### config.mk
export PLATFORM = sky130hd
export DESIGN_NAME = mrdm_div
export DESIGN_NICKNAME = d
export VERILOG_FILES = /design/src/hdl/mrdm_pkg.sv /design/src/hdl/mrdm_div.sv
export SDC_FILE = /design/constraint.sdc
export NUM_CORES = 1
export LEC_CHECK = 0
export ABC_AREA = 1
export ABC_CLOCK_PERIOD_IN_PS = 1650
export BUFFER_PORTS_ARGS = -buffer_cell sky130_fd_sc_hd__buf_2
export CAP_MARGIN = 20
export CORE_ASPECT_RATIO = 1.4
export CORE_MARGIN = 3
export CORE_UTILIZATION = 25
export CTS_CLUSTER_SIZE = 30
export DETAILED_ROUTE_END_ITERATION = 10
export PLACE_DENSITY_LB_ADDON = 0.25
export SLEW_MARGIN = 20
export SYNTH_ARGS = -nofsm -noshare
export SYNTH_HDL_FRONTEND = slang
export SYNTH_SLANG_ARGS = --single-unit
### constraint.sdc
create_clock -name clk -period 1.65 [get_ports clk]
set_input_delay 0.33 -clock clk [delete_from_list [all_inputs] [get_ports clk]]
set_output_delay 0.33 -clock clk [all_outputs]
set_load 0.02 [all_outputs]
### src/hdl/mrdm_pkg.sv
// shared constants and types for the macro routing demand map
package mrdm_pkg;
  localparam int MaxBinsX = 64;
  localparam int MaxBinsY = 64;
  localparam int MapDepth = MaxBinsX * MaxBinsY;
  localparam int IdxW = $clog2(MapDepth);
  localparam int AccW = 48;
  localparam logic [AccW-1:0] AccMax = {AccW{1'b1}};

  localparam logic [2:0] REG_ORIGIN_X   = 3'd0;
  localparam logic [2:0] REG_ORIGIN_Y   = 3'd1;
  localparam logic [2:0] REG_BIN_WIDTH  = 3'd2;
  localparam logic [2:0] REG_BIN_HEIGHT = 3'd3;
  localparam logic [2:0] REG_BINS_IN_X  = 3'd4;
  localparam logic [2:0] REG_BINS_IN_Y  = 3'd5;

  localparam logic OP_ADD  = 1'b0;
  localparam logic OP_READ = 1'b1;

  // divider request/response between sequencer and divider
  typedef struct packed {
    logic        start;
    logic [16:0] dividend;
    logic [12:0] divisor;
  } div_req_t;

  typedef struct packed {
    logic        done;
    logic [16:0] quotient;
  } div_rsp_t;
endpackage

### src/hdl/mrdm_div.sv
// restoring divider, one quotient bit per cycle
module mrdm_div (
  input  logic               clk,
  input  logic               rst,
  input  mrdm_pkg::div_req_t req,
  output mrdm_pkg::div_rsp_t rsp
);
  import mrdm_pkg::*;

  logic [16:0] quo;
  logic [13:0] rem;
  logic [12:0] dvs;
  logic [4:0]  cnt;
  logic        busy;
  logic [13:0] trial;
  logic [14:0] diff;

  // shift in next dividend bit and try the subtract
  always_comb begin
    trial = {rem[12:0], quo[16]};
    diff  = {1'b0, trial} - {2'b0, dvs};
  end

  // iteration control
  always_ff @(posedge clk) begin
    if (rst) begin
      busy     <= 1'b0;
      cnt      <= '0;
      rsp.done <= 1'b0;
    end else begin
      rsp.done <= 1'b0;
      if (req.start) begin
        busy <= 1'b1;
        cnt  <= 5'd17;
      end else if (busy) begin
        cnt <= cnt - 5'd1;
        if (cnt == 5'd1) begin
          busy     <= 1'b0;
          rsp.done <= 1'b1;
        end
      end
    end
  end

  // datapath
  always_ff @(posedge clk) begin
    if (req.start) begin
      quo <= req.dividend;
      rem <= '0;
      dvs <= req.divisor;
    end else if (busy) begin
      if (!diff[14]) begin
        rem <= diff[13:0];
        quo <= {quo[15:0], 1'b1};
      end else begin
        rem <= trial;
        quo <= {quo[15:0], 1'b0};
      end
    end
  end

  assign rsp.quotient = quo;
endmodule

**After elaboration in Yosys (flattened, before gate mapping)**

Cells that the tools add are included.

- Bits of input ports: 33
- Bits in registers: 50

- Add/sub/neg operators: 2
- Reduce and logical (&&, ||, !) cells: 3
- Equality and inequality tests: 1
- Bitwise gates (word level): 1
- Multiplexer cells: 10

Operators by type and width:

| operator | count |
|---|---|
| 2-to-1 mux 17 bit | 2 |
| subtractor 14 x 13 -> 15 bit | 1 |
| 2-to-1 mux 13 bit | 1 |
| 2-to-1 mux 5 bit | 2 |
| equality test 5 x 1 -> 1 bit, second input constant | 1 |
| 2-to-1 mux 1 bit | 5 |
| subtractor 5 x 1 -> 5 bit, second input constant | 1 |
| OR reduction 3 bit | 1 |
| nonzero test 2 bit | 1 |
| OR reduction 2 bit | 1 |
| NOT 1 bit | 1 |

**Depth between registers and ports, before layout**

Gate-level depths: netlist of the first run.

- Depth in word-level cells: 4
- Gate-level depth with buffers: 12
- Gate-level depth less buffers: 12

**Worst setup path before layout of the first run**

OpenSTA, ideal clock, no wires.

- Path type: reg2reg
- Start: register quo[16]
- End: register rem[4]
- Path buffers: 1
- Arrival time: 1.810 ns
- Cell stages (with the launch flop): 13
- Slack: -0.296 ns
- Cell sequence: edfxtp_1 -> inv_1 -> ha_1 -> fa_1 -> inv_1 -> nand2_1 -> nand3_2 -> nand2_4 -> nand2_4 -> buf_12 -> nand2_2 -> nand3_2 -> o21ai_2

- Word-level cells in the longest chain between the ends: 2

RTL lines:

| item | RTL line | RTL |
|---|---|---|
| start, declared | mrdm_div.sv:10 | `logic [16:0] quo;` |
| start signal, assigned | mrdm_div.sv:48 | `quo <= req.dividend;` |
| start signal, assigned | mrdm_div.sv:54 | `quo <= {quo[15:0], 1'b1};` |
| start signal, assigned | mrdm_div.sv:57 | `quo <= {quo[15:0], 1'b0};` |
| subtractor 14 x 13 -> 15 bit | mrdm_div.sv:21 | `diff = {1'b0, trial} - {2'b0, dvs};` |
| 2-to-1 mux 13 bit | mrdm_div.sv:52 | `if (!diff[14]) begin` |
| end signal, assigned | mrdm_div.sv:53 | `rem <= diff[13:0];` |
| end signal, assigned | mrdm_div.sv:56 | `rem <= trial;` |
| end, declared | mrdm_div.sv:11 | `logic [13:0] rem;` |

Every way passes these cells.
A chain may end at the register's enable or synchronous reset.

**Worst setup path in the final report of the first run**

- Start: register dvs[0]
- End: register rem[10]

- Word-level cells in the longest chain between the ends: 2

RTL lines:

| item | RTL line | RTL |
|---|---|---|
| start, declared | mrdm_div.sv:12 | `logic [12:0] dvs;` |
| start signal, assigned | mrdm_div.sv:50 | `dvs <= req.divisor;` |
| subtractor 14 x 13 -> 15 bit | mrdm_div.sv:21 |  |
| 2-to-1 mux 13 bit | mrdm_div.sv:52 |  |

Every way passes these cells.

==> results of run 1 <==
-- metal layers --
layer / global-route usage, % / up-vias
met4: 5.087 / 0
li1: - / 1413
met2: 21.94 / 58
met3: 2.464 / 11
met1: 13.00 / 1263
met5: 0 / -
-- path summary, 6_finish.rpt --
path             end    from  depth (start not counted)
max reg2reg  rem[10]  dvs[0]                         12
max          rem[10]  dvs[0]                         12
min reg2reg   cnt[4]  cnt[4]                          2
min           dvs[0]  req[0]                          1
-- cells in the mapped netlist, types with 2 or more instances --
cell type  number
nand2_1       136
inv_1          73
edfxtp_1       30
nand3_1        30
dfxtp_1        20
nor2_1         16
ha_1           15
nand3_2        12
nand2_2         8
a21oi_1         4
nand4_1         4
nand3b_1        3
o21ai_0         3
xor2_1          3
a31oi_1         2
and2_1          2
buf_6           2
clkbuf_1        2
inv_2           2
nand2_4         2
nor2_2          2
nor2_4          2
nor3_1          2
o21ai_1         2
o21ai_2         2
xnor2_1         2
-- sequential cells by signal, indices dropped and copies added (netlist names) --
signal	flops
quo	17
dvs	13
rem	13
cnt	5
busy	1
rsp	1
-- timing repair --
action                     CTS  global route
gates resized for setup     13            35
setup endpoints to repair   14            14
pin swaps                    2            12
gates cloned                 1             0
setup buffers                3             2
-- cell families (layout without fill, tap and decap cells) --
group	Yosys count	in the layout
AND/OR/NAND/NOR	220	221
buffers and inverters	83	181
XOR/XNOR	5	5
flip-flops	50	50
adder cells (fa/ha/maj)	16	16
AO/OA/AOI/OAI	16	16
-- cell type report --
cell class              instances  area (um2)
fillers                      1210        7640
multi-input cells             258        1609
flip-flops and latches         50        1301
repair buffers                 98       654.4
inverters                      75       281.5
well taps                     147       183.9
clock buffers                   5       125.1
clock inverters                 3       25.02
-- per-stage QoR --
step                area (um2)  power (mW)  std cells
global route              4180       3.310        636
floorplan                 3037       1.800        390
finish                    4180       3.139        636
CTS                       4023       3.151        634
detailed placement        3752       2.043        622
global placement          3752       2.038        622
-- power groups by stage --
stage | clock network [mW] | registers (mW) | logic [mW]
3_5_place_dp | 0 | 1.49 | 0.552
2_1_floorplan | 0 | 1.54 | 0.257
4_1_cts | 1.12 | 1.47 | 0.568
5_1_grt | 1.17 | 1.48 | 0.664
3_3_place_gp | 0 | 1.49 | 0.546
6_report | 1.07 | 1.47 | 0.598
==> results.ini, run 1 <==
[run_status]
status = finished, violations left
violations = setup timing

[clock_tree]
htreeDepth = 2
cts-hold-fix-buffers = 0
cts-root-buf = clkbuf_16
clk_latency_ps = 300
cts_buffers = 5
cts_buffer_depth = 2
clk_pin_slew_ps = 70
cts_tree = done
cts_sinks = 50

[placed_design]
numPortBuffers = 50
gp_congestion = 0.8678
pre_cts_slack_ps = -174.1
dp_hpwl_mm = 5.866

[power_and_ir_drop]
powerDensity_nw_per_um2 = 750.9
combPwrFrac_pct = 19.1
seq_power_share_pct = 46.8
intPower_mw = 2.248
clkPwrFrac_pct = 34.2
ir_drop_uv = 570.1
p_leak_nw = 2.131
net-switching-power_mw = 0.8906
p_sw_share_pct = 28.37

[setup_path]
critPathMaxStageDelay_ps = 430
worst_path_max_delay_cell = edfxtp_1
critical-path-top-delay-family = adder cells
path_cells = ha_4, fa_2, inv_2, nand2_2, nand3_4, nand2_8, buf_8, nand3_1, nand2_1, inv_1, nand2_1, nand2_1
critPathCaptureType = flop
critPathKind = flop to flop
crit_top_cell = nand2_1
reg2reg_slack_ps = -110
cp.arrival_ps = 2010
critPathRequiredTime_ps = 1900
worst-path-buf-inv = 3
crit_fanout = 7
crit_path_start_kind = flop

[detailed_routing]
wl_mm = 7.702
wl_met1_mm = 3.098
vias = 2745
dr_wl_met2_mm = 4.141
drc_errors = 0
route.detailed.wl_per_inst_um = 12.11
firstDrtPassIters = 4
viasPerCell = 4.316
ant_nets = 0
met3_length_um = 300
drt_iter0_drc = 106
top_layer_used = met4

[yosys]
yosysWarningCount = 0
synth_top_area_share_pct = 29.72
synth_area_um2 = 3032
ys_ff_latch = 50
synth_edf_count = 30
synth_top_family_by_area = simple AND/OR/NAND/NOR gates
synthMuxAreaShare_pct = 0
synthAdderAreaFrac_pct = 6.851
yosys-top-cells-area = edfxtp_1 30%, nand2_1 17%, dfxtp_1 13%, inv_1 9.0%, ha_1 6.2%
yosysTopAreaCell = edfxtp_1
syn_inst = 390
synth_compound_area_share_pct = 3.508
post_synth_num_cell_types = 35
seq_area_frac_synth_pct = 42.92
ys.flop_type = edfxtp_1
synth-simple-area-share_pct = 33.80
syn_area_per_cell_um2 = 7.773
async_flop_share_pct = 0
yosys.area_share.xor_xnor_pct = 1.444
syn-num-nets = 439

[timing]
drv_slew = 0
fin_crit_ps = 1763
worstMarginPinSlew_ps = 233.0
setup_tns_ps = -1240
fin_crit_sh_pct = 106.9
max_slew_margin_pct = 84.42
fin_ws_ps = -113.3
setup_violations = 14
whs_ps = 201.2
clock_skew_ps = 6.024
hold_violations = 0
rsz0062_at_grt = yes
timing.fmax_ghz = 0.5671

[layout]
drive_gt1_share_pct = 35.99
nets = 537
final_common_cell = nand2_1
utilization_pct = 35.37
syn2layout_area_growth_pct = 37.89
layout_common_cells = 125 x nand2_1, 63 x inv_1, 50 x buf_2, 42 x buf_4, 30 x edfxtp_1
antenna_cells = 0

[die]
pin_count = 51
die_h_um = 136.3
start_util_pct = 25.65
dieWidth_um = 99.07
dieArea_um2 = 13500
rows = 47
core_area_um2 = 11820

[global_routing]
grt_usage_pct = 11.89
first_global_vias = 2785
grt_max_degree = 18
grt_overflow = 0
antenna_found_initial = 0
grt_pass1_wl_mm = 12.84

[flow_run]
drv_cap = 0

[worst_hold_path]
hp-class = input pin to flop

(Power assumes the default switching activity.)
==> inputs of run 2 (changes only) <==
- CORE_ASPECT_RATIO: 1.4 -> 0.6
==> results.ini, run 2 (synthesis gave the netlist of run 1 again) <==
[run_status]
status = finished, violations left
violations = setup timing

[power_and_ir_drop]
p_sw_share_pct = 27.02  ; -1.4 points
clkPwrFrac_pct = 37.0  ; +2.8 points
total_power_mw = 3.275  ; +4.3%
net-switching-power_mw = 0.8850  ; -0.63%
powerDensity_nw_per_um2 = 770.1  ; +2.6%
intPower_mw = 2.390  ; +6.3%
seq_power_share_pct = 44.8  ; -2.0 points
combPwrFrac_pct = 18.3  ; -0.8 points
ir_drop_uv = 413.7  ; -27%
p_leak_nw = 2.184  ; +2.5%

[global_routing]
grt_use_met2_pct = 16.74  ; -5.2 points
grt_max_degree = 22  ; +4
grt_usage_pct = 12.41  ; +0.52 points
met1_usage_pct = 19.69  ; +6.7 points
grt_pass1_wl_mm = 13.30  ; +3.6%
grt_util_met3_pct = 2.993  ; +0.53 points
first_global_vias = 2587  ; -7.1%
antenna_found_initial = 0  ; unchanged
busiest_layer = met1
grt_overflow = 0  ; unchanged

[placed_design]
dpl-instance-area_um2 = 3784  ; +0.83%
numPortBuffers = 50  ; unchanged
gp_congestion = 0.8481  ; -2.3%
dp_hpwl_mm = 6.102  ; +4.0%
dp_cells = 637  ; +2.4%
pre_cts_slack_ps = -172.0  ; +2.091 ps

[clock_tree]
clk_latency_ps = 300  ; about the same
cts_sinks = 50  ; unchanged
cts-root-buf = clkbuf_16
cts-hold-fix-buffers = 0  ; unchanged
cts_tree = done
cts_buffer_depth = 2  ; unchanged
clk_pin_slew_ps = 80  ; about the same
cts_buffers = 5  ; unchanged
htreeDepth = 2  ; unchanged

[timing]
timing.fmax_ghz = 0.5558  ; -2.0%
setup_tns_ps = -1626  ; -385.5 ps
fin_crit_ps = 1799  ; +35.95 ps
whs_ps = 203.2  ; +1.938 ps
clock_skew_ps = 12.17  ; +6.149 ps
worstMarginPinSlew_ps = 307.2  ; +74.21 ps
fin_ws_ps = -149.3  ; -35.95 ps
max_slew_margin_pct = 79.50  ; -4.9 points
setup_violations = 14  ; unchanged
drv_slew = 0  ; unchanged
hold_violations = 0  ; unchanged
rsz0062_at_grt = yes
fin_crit_sh_pct = 109.0  ; +2.2 points

[flow_run]
drv_cap = 0  ; unchanged

[detailed_routing]
ant_nets = 0  ; unchanged
viasPerCell = 4.189  ; -2.9%
vias = 2727  ; -0.66%
firstDrtPassIters = 4  ; unchanged
wl_mm = 8.364  ; +8.6%
drc_errors = 0  ; unchanged
drt_iter0_drc = 166  ; +57%
route.detailed.wl_per_inst_um = 12.85  ; +6.1%

[layout]
antenna_cells = 0  ; unchanged
nets = 539  ; +0.37%
final_common_cell = nand2_1
top_register = quo
syn2layout_area_growth_pct = 40.28
layout_common_cells = 124 x nand2_1, 65 x inv_1, 50 x buf_2, 40 x buf_4, 30 x edfxtp_1
utilization_pct = 36.79  ; +1.4 points
largest_reg_flops = 17  ; unchanged
nFillCells = 1230  ; +1.7%
reg.largest.list = quo (17), dvs (13), rem (13)
drive_gt1_share_pct = 36.05  ; +0.057 points
stdcell_area_um2 = 4253  ; +1.7%
final-instance-count-excl-fill = 651  ; +2.4%

[setup_path]
critPathRequiredTime_ps = 1900  ; about the same
reg2reg_depth = 12  ; unchanged
crit_path_end = rem[12]
critPathKind = flop to flop
crit_start = dvs[0]
crit_path_start_kind = flop
reg2reg_from = dvs[0]
reg2reg_slack_ps = -150  ; -40 ps
crit_fanout = 6  ; -1
critPathCaptureType = flop
worstReg2RegEnd = rem[12]
cp.arrival_ps = 2040  ; +30 ps

[worst_hold_path]
min-delay-start = req[9]
hp-class = input pin to flop

[die]
die_h_um = 91.30  ; -33%
core_area_um2 = 11560  ; -2.2%
dieWidth_um = 148.2  ; +50%
start_util_pct = 26.22  ; +0.57 points
pin_count = 51  ; unchanged
dieArea_um2 = 13530  ; +0.18%
rows = 30  ; -36%

## run 2: cell types whose count changed in the layout (fill, tap and decap cells not counted), moves of 2 or more
cell    previous run  this run
inv_1             63        65
buf_12             2         4
buf_6              3         5
buf_4             42        40
ha_4               8         6
inv_2             12        10
ha_1               7         9
## run 2: what timing repair did
item | in CTS | in global routing
setup buffers | 4 | 1
resized for setup | 35 | 16
cloned | 2 | 0
pin swaps | 7 | 7
endpoints found under the setup margin | 14 | 14
endpoints found under the hold margin | 0 | 0
## run 2: how the worst min path moves through the flow
stage / cells after the start / slack (ps) / endpoint
6_report: 1 / 200 / dvs[9]
5_1_grt: 1 / 200 / dvs[8]
4_1_cts: 1 / 200 / dvs[9]
3_5_place_dp: 2 / 460 / cnt[4]
3_3_place_gp: 2 / 460 / cnt[4]
2_1_floorplan: 1 / 400 / cnt[4]
## run 2: power groups by stage
stage / logic [mW] / registers [mW] / clock network [mW]
after floorplan: 0.257 / 1.54 / 0
after global placement: 0.548 / 1.49 / 0
after detailed placement: 0.550 / 1.49 / 0
after CTS: 0.582 / 1.47 / 1.25
after global routing: 0.667 / 1.48 / 1.30
final: 0.599 / 1.47 / 1.21
## run 2: final cells by class
cell class / count / area, um2 / area share [%]
multi-input combinational: 258 / 1599 / 37.60
sequential: 50 / 1301 / 30.60
timing repair buffer: 100 / 701.9 / 16.50
clock buffer: 5 / 125.1 / 2.942
inverter: 75 / 281.5 / 6.620
tap: 160 / 200.2 / 4.707
clock inverter: 3 / 43.79 / 1.030
## run 2: metal layers
| layer | wire length (um) | share of wire (%) |
|---|---|---|
| met5 | 0 | 0 |
| met4 | 59 | 0.71 |
| met3 | 528 | 6.3 |
| met2 | 3360 | 40 |
| met1 | 4416 | 53 |
## run 2: critical path: stages, from the launching register on
cell and delay, ps:
edfxtp_1 420, ha_4 190, fa_2 350, inv_2 90, nand2_2 80, nand3_4 100, nand2_8 90, buf_6 150
nand3_1 70, nand2_1 50, inv_1 50, nand2_1 50, nand2_1 50
==> inputs of run 3 (changes only) <==
- CORE_UTILIZATION: 25 -> 40
==> results.ini, run 3 (synthesis gave the netlist of run 1 again) <==
[layout]
reg.largest.list = quo (17), dvs (13), rem (13)
stdcell_area_um2 = 4076  ; -4.1%
final_common_cell = nand2_1
drive_gt1_share_pct = 35.89  ; -0.16 points
largest_reg_flops = 17  ; unchanged
antenna_cells = 0  ; unchanged
top_register = quo
syn2layout_area_growth_pct = 34.46
nets = 530  ; -1.7%
layout_common_cells = 124 x nand2_1, 66 x inv_1, 50 x buf_2, 35 x buf_4, 30 x edfxtp_1

[detailed_routing]
drt_iter0_drc = 191  ; +15%
wl_mm = 7.627  ; -8.8%
ant_nets = 0  ; unchanged
vias = 2701  ; -0.95%
firstDrtPassIters = 5  ; +1
viasPerCell = 4.641  ; +11%
drc_errors = 0  ; unchanged
route.detailed.wl_per_inst_um = 13.10  ; +2.0%

[placed_design]
dp_hpwl_mm = 5.712  ; -6.4%
gp_congestion = 0.9191  ; +8.4%
numPortBuffers = 50  ; unchanged
dpl-instance-area_um2 = 3631  ; -4.0%

[die]
pin_count = 51  ; unchanged
dieWidth_um = 118.4  ; -20%
die_h_um = 73.44  ; -20%
core_area_um2 = 6993  ; -40%
dieArea_um2 = 8694  ; -36%
rows = 23  ; -23%
start_util_pct = 43.35  ; +17 points

[global_routing]
grt_overflow = 0  ; unchanged
first_global_vias = 2488  ; -3.8%
antenna_found_initial = 0  ; unchanged
grt_usage_pct = 17.91  ; +5.5 points
grt_pass1_wl_mm = 12.16  ; -8.6%
grt_max_degree = 24  ; +9.1%

[power_and_ir_drop]
powerDensity_nw_per_um2 = 758.2  ; -1.5%
ir_drop_uv = 368.8  ; -11%
p_leak_nw = 2.132  ; -2.4%

[worst_hold_path]
hp-class = input pin to flop

[clock_tree]
cts-root-buf = clkbuf_16
htreeDepth = 2  ; unchanged
clk_latency_ps = 300  ; about the same
clk_pin_slew_ps = 70  ; about the same
cts_sinks = 50  ; unchanged
cts_buffers = 5  ; unchanged
cts_tree = done
cts_buffer_depth = 2  ; unchanged

[timing]
drv_slew = 0  ; unchanged
setup_tns_ps = -1088  ; +538.2 ps
clock_skew_ps = 6.525  ; -5.648 ps
fin_ws_ps = -98.01  ; +51.29 ps
max_slew_margin_pct = 70.07  ; -9.4 points
setup_violations = 14  ; unchanged
fin_crit_sh_pct = 105.9  ; -3.1 points
hold_violations = 0  ; unchanged
timing.fmax_ghz = 0.5721  ; +2.9%
worstMarginPinSlew_ps = 448.4  ; +141.2 ps
fin_crit_ps = 1748  ; -51.29 ps
rsz0062_at_grt = yes

[setup_path]
crit_fanout = 6  ; unchanged
critPathRequiredTime_ps = 1840  ; -60 ps
critPathKind = flop to flop
cp.arrival_ps = 1940  ; -100 ps
critPathCaptureType = flop
crit_path_start_kind = flop

[run_status]
violations = setup timing
status = finished, violations left

[flow_run]
drv_cap = 0  ; unchanged

run 3: where the power goes:
group | switching, mW | internal [mW] | total, mW
sequential | 0.0428 | 1.42 | 1.47
clock | 0.469 | 0.562 | 1.03
combinational | 0.354 | 0.240 | 0.594
total | 0.866 | 2.22 | 3.09
run 3: worst max-delay path: stages (launching register included):
cell and delay (ps):
edfxtp_1 410, ha_4 180, fa_2 350, inv_2 80
nand2_2 70, nand3_4 100, nand2_8 100, nand2_4 140
nand3_2 90, nand2_1 80, nand2_1 40
run 3: area by class of cell:
| class | instances | area [um2] |
|---|---|---|
| Tap cell | 100 | 125.1 |
| Fill cell | 617 | 2917 |
| Inverter | 75 | 281.5 |
| Timing Repair Buffer | 91 | 589.3 |
| Multi-Input combinational cell | 258 | 1633 |
| Clock buffer | 5 | 125.1 |
| Sequential cell | 50 | 1301 |
| Clock inverter | 3 | 21.27 |
run 3: what timing repair did:
| action | in CTS | in global routing |
|---|---|---|
| gates resized for setup | 35 | 19 |
| endpoints found under the setup margin | 14 | 14 |
| setup buffers | 2 | 0 |
| cloned | 2 | 0 |
| hold buffers | 0 | 0 |
| pin swaps | 18 | 8 |
run 3: path summary, 6_finish.rpt:
check / start / endpoint / slack [ps] / cells past startpoint
setup / recovery: dvs[0] / rem[9] / -100 / 10
hold / removal: req[12] / dvs[12] / 210 / 1
setup reg to reg: dvs[0] / rem[9] / -100 / 10
hold reg to reg: rem[12] / rem[12] / 480 / 2
run 3: per-layer routing:
layer | GRT usage, % | part of all wire, % | vias to the layer above
li1 | - | - | 1403
met1 | 28.78 | 55 | 1227
met2 | 23.91 | 39 | 63
met3 | 3.846 | 5.4 | 8
met4 | 4.236 | 0.84 | 0
met5 | 0 | 0 | -
run 3: per-stage QoR:
stage	hold WS, ps	utilization (%)	setup WS (ps)	power [mW]	std cells
after global placement	457.9	51.92	-90.31	2.019	570
after CTS	200.6	57.13	-119.6	3.088	582
after detailed placement	469.3	51.92	-142.3	2.023	570
after global routing	198.7	58.29	-239.9	3.236	582
final	205.3	58.29	-98.01	3.091	582
after floorplan	399.4	-	-200.5	1.800	390
